<file path="config.mk">
export PLATFORM = sky130hd
export DESIGN_NAME = sorted_array_table_top
export DESIGN_NICKNAME = d
export VERILOG_FILES = /design/src/design/sat_pkg.sv /design/src/design/sat_cell.sv /design/src/design/sat_read.sv /design/src/design/sorted_array_table_top.sv
export VERILOG_INCLUDE_DIRS = /design/src /design/src/design
export SDC_FILE = /design/constraint.sdc
export NUM_CORES = 2
export LEC_CHECK = 0
export BUFFER_PORTS_ARGS = -buffer_cell sky130_fd_sc_hd__buf_2
export CAP_MARGIN = 10
export CORE_ASPECT_RATIO = 0.7
export CORE_MARGIN = 8
export CORE_UTILIZATION = 45
export DETAILED_ROUTE_END_ITERATION = 10
export SETUP_SLACK_MARGIN = 0.02
export SYNTH_ARGS = -nofsm -noshare
export SYNTH_HDL_FRONTEND = slang
export SYNTH_SLANG_ARGS = --single-unit
</file>
<file path="constraint.sdc">
create_clock -name clk -period 5.1 [get_ports clk]
set_input_delay 0.51 -clock clk [delete_from_list [all_inputs] [get_ports clk]]
set_output_delay 0.51 -clock clk [all_outputs]
set_load 0.03 [all_outputs]
</file>
<file path="src/design/sorted_array_table_top_macros.svh">
// assertion macros for the sorted array table
`ifndef SORTED_ARRAY_TABLE_TOP_MACROS_SVH
`define SORTED_ARRAY_TABLE_TOP_MACROS_SVH

// check that holds in the same cycle as the antecedent
`define SAT_ASSERT_NOW(lbl, ante, cons, msg) \
	lbl: assert property (@(posedge clk) disable iff (!arst_n) (ante) |-> (cons)) \
		else $error(msg);

// check that holds in the cycle after the antecedent
`define SAT_ASSERT_NEXT(lbl, ante, cons, msg) \
	lbl: assert property (@(posedge clk) disable iff (!arst_n) (ante) |=> (cons)) \
		else $error(msg);

`endif

</file>
<file path="src/design/sat_pkg.sv">
// shared types and constants for the sorted array table
`timescale 1ns / 1ps
`default_nettype none

package sat_pkg;

	localparam int KEY_W = 32;
	localparam int IDX_W = 5;
	localparam int CNT_W = 6;
	localparam int OP_W = 2;
	localparam int ST_W = 2;
	localparam int IDX_SPAN = 1 << IDX_W;
	localparam int IN_TDATA_W = 40;
	localparam int OUT_TDATA_W = 48;

	// operation codes
	localparam logic [OP_W-1:0] OP_INSERT = 2'd0;
	localparam logic [OP_W-1:0] OP_LOOKUP = 2'd1;
	localparam logic [OP_W-1:0] OP_REMOVE = 2'd2;
	localparam logic [OP_W-1:0] OP_CLEAR = 2'd3;

	// status codes
	localparam logic [ST_W-1:0] ST_OK = 2'd0;
	localparam logic [ST_W-1:0] ST_FULL = 2'd1;
	localparam logic [ST_W-1:0] ST_RANGE = 2'd2;

	// command broadcast to every cell
	typedef struct packed {
		logic ins;
		logic rem;
		logic clr;
		logic [KEY_W-1:0] key;
		logic [IDX_W-1:0] idx;
	} sat_cmd_t;

endpackage

`default_nettype wire

</file>
<file path="src/design/sat_cell.sv">
// one slot of the key row: compare against the new key and shift
`timescale 1ns / 1ps
`default_nettype none

module sat_cell #(
	parameter int POS = 0
) (
	input  wire logic                      clk,
	input  wire logic                      arst_n,
	input  wire sat_pkg::sat_cmd_t         cmd,
	input  wire logic                      valid,
	input  wire logic                      left_lt,
	input  wire logic [sat_pkg::KEY_W-1:0] left_key,
	input  wire logic [sat_pkg::KEY_W-1:0] right_key,
	output logic                           lt,
	output logic [sat_pkg::KEY_W-1:0]      key_q
);

	localparam int PIDX = POS % sat_pkg::IDX_SPAN;
	localparam logic [sat_pkg::IDX_W-1:0] POS_IDX = PIDX[sat_pkg::IDX_W-1:0];

	logic rem_here;

	// slot lies at or above the removed index
	if (POS >= sat_pkg::IDX_SPAN) begin : g_far
		assign rem_here = 1'b1;
	end else begin : g_near
		assign rem_here = (POS_IDX >= cmd.idx);
	end

	// held key is valid and sorts strictly below the incoming key
	assign lt = valid && (key_q < cmd.key);

	// slot update: clear, keep, take new key, shift up or shift down
	always_ff @(posedge clk or negedge arst_n) begin
		if (!arst_n) begin
			key_q <= '0;
		end else begin
			priority if (cmd.clr) begin
				key_q <= '0;
			end else if (cmd.ins) begin
				if (!lt) begin
					key_q <= left_lt ? cmd.key : left_key;
				end
			end else if (cmd.rem && rem_here) begin
				key_q <= right_key;
			end else begin
				key_q <= key_q;
			end
		end
	end

endmodule

`default_nettype wire

</file>
<file path="src/design/sat_read.sv">
// index read-out and insert position encoder over the key row
`timescale 1ns / 1ps
`default_nettype none

module sat_read #(
	parameter int DEPTH = 32
) (
	input  wire logic [DEPTH-1:0]          lt,
	input  wire logic [sat_pkg::KEY_W-1:0] keys [DEPTH],
	input  wire logic [sat_pkg::IDX_W-1:0] idx,
	output logic [sat_pkg::KEY_W-1:0]      rd_key,
	output logic [sat_pkg::IDX_W-1:0]      pos
);

	localparam int RD_N = (DEPTH < sat_pkg::IDX_SPAN) ? DEPTH : sat_pkg::IDX_SPAN;

	// only the slots an index can name take part in the read
	always_comb begin
		rd_key = '0;
		for (int i = 0; i < RD_N; i++) begin
			if (idx == i[sat_pkg::IDX_W-1:0]) begin
				rd_key = keys[i];
			end
		end
	end

	// the sorted row gives a single edge where the less-than run ends
	always_comb begin
		pos = '0;
		for (int i = 1; i < DEPTH; i++) begin
			if (lt[i-1] && !lt[i]) begin
				pos = pos | i[sat_pkg::IDX_W-1:0];
			end
		end
	end

endmodule

`default_nettype wire

</file>
<file path="src/design/sorted_array_table_top.sv">
// the result item is registered as the item is accepted
// throughput: one item per cycle while the result side keeps taking items
// the figure is set by the cell row, which compares and shifts all slots at once
// reset: count cleared, all slots zero, capacity limit back to 32, no result pending
// top level of the sorted array table
`timescale 1ns / 1ps
`default_nettype none

`include "sorted_array_table_top_macros.svh"

module sorted_array_table_top #(
	parameter int DEPTH = 32
) (
	input  wire logic                            clk,
	input  wire logic                            arst_n,
	input  wire logic                            s_tvalid,
	output logic                                 s_tready,
	// key [31:0], index [36:32], zero fill
	input  wire logic [sat_pkg::IN_TDATA_W-1:0]  s_tdata,
	// op [1:0]
	input  wire logic [sat_pkg::OP_W-1:0]        s_tuser,
	output logic                                 m_tvalid,
	input  wire logic                            m_tready,
	// value [31:0], position [36:32], count [42:37], zero fill
	output logic [sat_pkg::OUT_TDATA_W-1:0]      m_tdata,
	// status [1:0]
	output logic [sat_pkg::ST_W-1:0]             m_tuser,
	input  wire logic                            cfg_valid,
	output logic                                 cfg_ready,
	input  wire logic [sat_pkg::CNT_W-1:0]       cfg_data
);

	localparam int CW = $clog2(DEPTH + 1);
	localparam int MW = (CW > sat_pkg::CNT_W) ? CW : sat_pkg::CNT_W;

	logic [CW-1:0]                count_q;
	logic [sat_pkg::CNT_W-1:0]    cap_q;
	logic                         m_tvalid_q;
	logic [sat_pkg::OUT_TDATA_W-1:0] m_tdata_q;
	logic [sat_pkg::ST_W-1:0]     m_tuser_q;

	logic [sat_pkg::OP_W-1:0]     op;
	logic [sat_pkg::KEY_W-1:0]    key;
	logic [sat_pkg::IDX_W-1:0]    idx;
	logic                         acc;
	logic [MW-1:0]                cap_w;
	logic [MW-1:0]                depth_w;
	logic [MW-1:0]                lim;
	logic [MW-1:0]                count_w;
	logic [MW-1:0]                idx_w;
	logic                         full;
	logic                         oor;
	sat_pkg::sat_cmd_t            cmd;

	logic [DEPTH-1:0]             valid;
	logic [DEPTH-1:0]             lt;
	logic [sat_pkg::KEY_W-1:0]    keys [DEPTH];
	logic [sat_pkg::KEY_W-1:0]    rd_key;
	logic [sat_pkg::IDX_W-1:0]    pos;

	logic [CW-1:0]                cnt_nx;
	logic [MW-1:0]                cnt_nx_w;
	logic [sat_pkg::KEY_W-1:0]    res_value;
	logic [sat_pkg::IDX_W-1:0]    res_pos;
	logic [sat_pkg::ST_W-1:0]     res_status;

	// input fields
	assign op  = s_tuser;
	assign key = s_tdata[31:0];
	assign idx = s_tdata[36:32];

	// handshakes: output register frees the input side
	assign s_tready  = !m_tvalid_q || m_tready;
	assign acc       = s_tvalid && s_tready;
	assign cfg_ready = 1'b1;

	// limit in use and rejection checks
	assign cap_w   = MW'(cap_q);
	assign depth_w = MW'(DEPTH);
	assign lim     = (cap_w > depth_w) ? depth_w : cap_w;
	assign count_w = MW'(count_q);
	assign idx_w   = MW'(idx);
	assign full    = (count_w >= lim);
	assign oor     = (idx_w >= count_w);

	// command to the cell row
	assign cmd.ins = acc && (op == sat_pkg::OP_INSERT) && !full;
	assign cmd.rem = acc && (op == sat_pkg::OP_REMOVE) && !oor;
	assign cmd.clr = acc && (op == sat_pkg::OP_CLEAR);
	assign cmd.key = key;
	assign cmd.idx = idx;

	// row of cells, each linked to its neighbours
	for (genvar i = 0; i < DEPTH; i++) begin : g_cell
		logic                      left_lt;
		logic [sat_pkg::KEY_W-1:0] left_key;
		logic [sat_pkg::KEY_W-1:0] right_key;

		assign valid[i] = (MW'(i) < count_w);

		if (i == 0) begin : g_first
			assign left_lt  = 1'b1;
			assign left_key = '0;
		end else begin : g_mid
			assign left_lt  = lt[i-1];
			assign left_key = keys[i-1];
		end

		if (i == DEPTH - 1) begin : g_last
			assign right_key = '0;
		end else begin : g_inner
			assign right_key = keys[i+1];
		end

		sat_cell #(
			.POS(i)
		) u_cell (
			.clk      (clk),
			.arst_n   (arst_n),
			.cmd      (cmd),
			.valid    (valid[i]),
			.left_lt  (left_lt),
			.left_key (left_key),
			.right_key(right_key),
			.lt       (lt[i]),
			.key_q    (keys[i])
		);
	end

	sat_read #(
		.DEPTH(DEPTH)
	) u_read (
		.lt    (lt),
		.keys  (keys),
		.idx   (idx),
		.rd_key(rd_key),
		.pos   (pos)
	);

	// count after this item
	always_comb begin
		priority if (cmd.clr) begin
			cnt_nx = '0;
		end else if (cmd.ins) begin
			cnt_nx = CW'(count_q + 1'b1);
		end else if (cmd.rem) begin
			cnt_nx = CW'(count_q - 1'b1);
		end else begin
			cnt_nx = count_q;
		end
	end
	assign cnt_nx_w = MW'(cnt_nx);

	// result fields
	always_comb begin
		res_value  = '0;
		res_pos    = '0;
		res_status = sat_pkg::ST_OK;
		unique case (op)
			sat_pkg::OP_INSERT: begin
				if (full) begin
					res_status = sat_pkg::ST_FULL;
				end else begin
					res_pos = pos;
				end
			end
			sat_pkg::OP_LOOKUP, sat_pkg::OP_REMOVE: begin
				if (oor) begin
					res_status = sat_pkg::ST_RANGE;
				end else begin
					res_value = rd_key;
				end
			end
			sat_pkg::OP_CLEAR: begin
				res_status = sat_pkg::ST_OK;
			end
			default: begin
				res_status = sat_pkg::ST_OK;
			end
		endcase
	end

	// count and capacity limit
	always_ff @(posedge clk or negedge arst_n) begin
		if (!arst_n) begin
			count_q <= '0;
			cap_q   <= sat_pkg::CNT_W'(32);
		end else begin
			count_q <= cnt_nx;
			if (cfg_valid && cfg_ready) begin
				cap_q <= cfg_data;
			end
		end
	end

	// output register: valid flag
	always_ff @(posedge clk or negedge arst_n) begin
		if (!arst_n) begin
			m_tvalid_q <= 1'b0;
		end else if (s_tready) begin
			m_tvalid_q <= s_tvalid;
		end
	end

	// output register: payload
	always_ff @(posedge clk) begin
		if (acc) begin
			m_tdata_q <= {5'd0, cnt_nx_w[sat_pkg::CNT_W-1:0], res_pos, res_value};
			m_tuser_q <= res_status;
		end
	end

	assign m_tvalid = m_tvalid_q;
	assign m_tdata  = m_tdata_q;
	assign m_tuser  = m_tuser_q;

	// checks on the count and the result register
	`SAT_ASSERT_NEXT(a_ins_count, cmd.ins, count_q == $past(count_q) + 1'b1, "insert count")
	`SAT_ASSERT_NEXT(a_clr_count, cmd.clr, (count_q == '0) && m_tvalid, "clear count")
	`SAT_ASSERT_NOW(a_ins_room, cmd.ins, count_w < lim, "insert past limit")
	`SAT_ASSERT_NEXT(a_acc_result, acc, m_tvalid, "result missing")

endmodule

`default_nettype wire
</file>
==> metrics.txt <==
simple-gate share of the synthesized area=9.63%; adder-cell share of the synthesized area=13.9%; grt ovf=0; Ys Warns=0; DRT Pass-1 Iters=8; metal1 wirelength=184000 microns; Gates resized, CTS repair=0; sequential fraction of design power=29.2%; row cnt=138; DR WL met2=154000 microns; routed len/inst=32.7 microns; Worst Hold Class=in -> reg; Tmin final=4840 ps; P_leak=45.5 nW; Vias per Instance=6.96; GRT Util Overall=36.7%; CP Capture Type=flip-flop; starting DRC count in detailed routing=12500; CTS Buf Count=141; Clock Power Share=18.2%; Initial Util=45.2%; crit share post-route=94.9%; post-synthesis cell count=9914; Clock Tree Root=clkbuf_16; peak supply drop=466 uV; Via Count=88300; critical path type=reg -> reg; layout net count=11000; Detail Placement HPWL=309000 microns; first-pass GRT wire length=602000 microns; total die area=217000 sq um; syn avg cell area=9.19 sq um; Chip Width=554 microns; H-tree depth=4; total negative slack=0 ps; Die Height=392 microns; Rel. slew slack=12.1%; Ports=106; GP Congestion=0.968; Power Density=557 nW/um^2; Int Power=30.9 mW; Seq/Total Area, Yosys=30.0%; Slew @ Worst Pin=1300 ps; register bit total from synthesis=1082; Post-DRT Antenna Nets=0; P&R area growth vs syn=12.5%; Startpoint Class=flip-flop; Clock Pin Slew Worst Setup and Hold Paths=60 ps; Crit Path Max Fanout=64; crit path launch=count_q[0]$_DFF_PN0_; worst path required time=5740 ps; Mapped Area=91100 sq um; status=finished clean; RSZ-0062 raised after global routing=no; start of the worst register-to-register path=count_q[0]$_DFF_PN0_; largest family of logic cells by synthesized area=compound AO/OA/AOI/OAI gates; # DRC=0; Worst Hold Margin=63.9 ps; synth unique cells=106; CTS tree=built; final setup vio count=0; drt total wl=415000 microns; CORE AREA=202000 sq um; FFs w/ async S/R, synth=95.8%; clock buffer depth=4; Max Used Layer=met5; Sw Ratio=45.8%; multiplexer share of the synthesized area=15.5%; Slew Viols, Final=0; Post-synth EDFFs=45; post-synthesis compound-gate area fraction=26.9%; Met3 Routed Length=62600 microns; Psw=26.2 mW; Primary FF master, synth=dfrtp_1; buffers added on ports=96; Final Hold Viols=0; combinational share of power=52.7%; Worst EP arrival=5470 ps; initial antenna violation count=29; Synth Area in XOR/XNOR=0%; largest net degree at the start of global routing=159; Skew-Pair Late Insertion Delay=830 ps; clock tree sinks=1082; Final Skew=55.5 ps; Max-Cap Viols=0; fraction of layout cells with a size suffix above 1=18.5%; Max Clk Rate=207 MHz; Worst Min Path Start=cfg_valid; vias in the first global route=84400
==> cells by family after synthesis <==
logic type      count (synthesis)
compound gates               3656
fa+ha+maj                    1010
buf+inv                       918
flops                        1082
mux                          1277
other cells                     2
simple gates                 1969
==> final cells by class <==
cell class                      count  area [sq um]
Clock buffer                      198          4040
Timing Repair Buffer              685          6410
Multi-Input combinational cell   7918         60600
Tap cell                         2660          3330
Clock inverter                     42           464
Antenna cell                        6          15.0
Fill cell                       18600         99100
Inverter                           97           367
Sequential cell                  1082         27300
==> cells in the mapped netlist, drive strengths merged, types with 53 or more instances <==
library cell	n	area [sq um]
a21o	220	1650
a211oi	83	633
o211ai	69	518
nor2	399	1510
nor3	102	515
nand3	146	731
dfrtp	1036	25900
a22oi	675	5080
ha	1010	12600
inv	96	360
nand4	111	694
a31oi	97	626
buf	272	1370
mux2	886	9980
o21ai	1009	5050
nand2	967	3630
clkbuf	549	2060
nor2b	53	332
o2bb2ai	295	2580
a21oi	578	2910
mux2i	372	3720
a221oi	68	596
o22ai	86	563
a2bb2oi	74	654
==> repair_timing <==
action,4_1_cts,5_1_grt
hold endpoints to repair,83,0
hold buffers,10,0
buffers inserted,0,0
==> metal layers <==
layer | global-route usage (%) | up-vias
met3 | 15.1 | 756
met2 | 47.4 | 5384
met4 | 10.6 | 22
met1 | 54.7 | 43800
met5 | 0 | -
li1 | - | 38300
==> placed cells by master, fill, tap and decap left out, types with 111 or more instances in the layout <==
master        n
o2bb2ai_1   295
a22oi_1     673
o21ai_1     249
clkbuf_16   143
mux2i_1     372
a21oi_1     574
nor2_1      387
nand4_1     111
nand3_1     146
buf_4       462
ha_1       1010
dfrtp_1    1036
o21ai_0     754
a21o_1      220
nand2_1     967
mux2_2      833
buf_12      116
==> worst paths after layout <==
path / slack, ps / cells past startpoint / to
min in group asynchronous: 340 / 2 / g_cell[26].u_cell.key_q[2]$_DFFE_PN0P_
max in group asynchronous: 3370 / 3 / g_cell[1].u_cell.key_q[26]$_DFFE_PN0P_
worst max register to register: 260 / 12 / g_cell[4].u_cell.key_q[0]$_DFFE_PN0P_
worst min-delay path: 60 / 2 / cap_q[1]$_DFFE_PN0P_
worst max-delay path: 260 / 12 / g_cell[4].u_cell.key_q[0]$_DFFE_PN0P_
worst min register to register: 510 / 1 / cap_q[0]$_DFFE_PN0P_
==> flip-flops by register name, summed over array words and instances, names as in the netlist <==
name,cells
cap_q,6
count_q,6
g_cell.u_cell.key_q,1024
m_tdata,43
m_tuser,2
m_tvalid,1
==> power groups by stage <==
stage | Clock, mW | Sequential [mW] | Combinational (mW)
after floorplan | 0 | 14.6 | 20.0
after global placement | 0 | 16.5 | 28.1
after detailed placement | 0 | 16.6 | 29.0
after CTS | 10.5 | 16.4 | 29.1
after global routing | 10.7 | 17.0 | 32.3
final | 10.4 | 16.7 | 30.1
==> worst max-delay path: stages (launching register included) <==
cell	delay [ps]
dfrtp_1	540
inv_1	160
ha_1	460
nor2b_1	320
nor3_1	140
a211oi_1	440
o21ai_0	420
nor4_1	380
o21bai_4	190
buf_4	520
a32o_2	210
buf_4	560
o21ai_0	230
==> stage by stage <==
step,area (sq um),worst slack [ps],utilization [%],cells,power (mW)
finish,103000,261,50.8,12700,57.1
global route,103000,238,50.8,12700,60.1
CTS,103000,450,50.8,12700,56.0
detailed placement,97900,325,48.6,12400,45.6
global placement,97900,366,48.6,12400,44.6
floorplan,91100,481,-,9918,34.7
No activity file was read; power rests on OpenSTA's default activity.
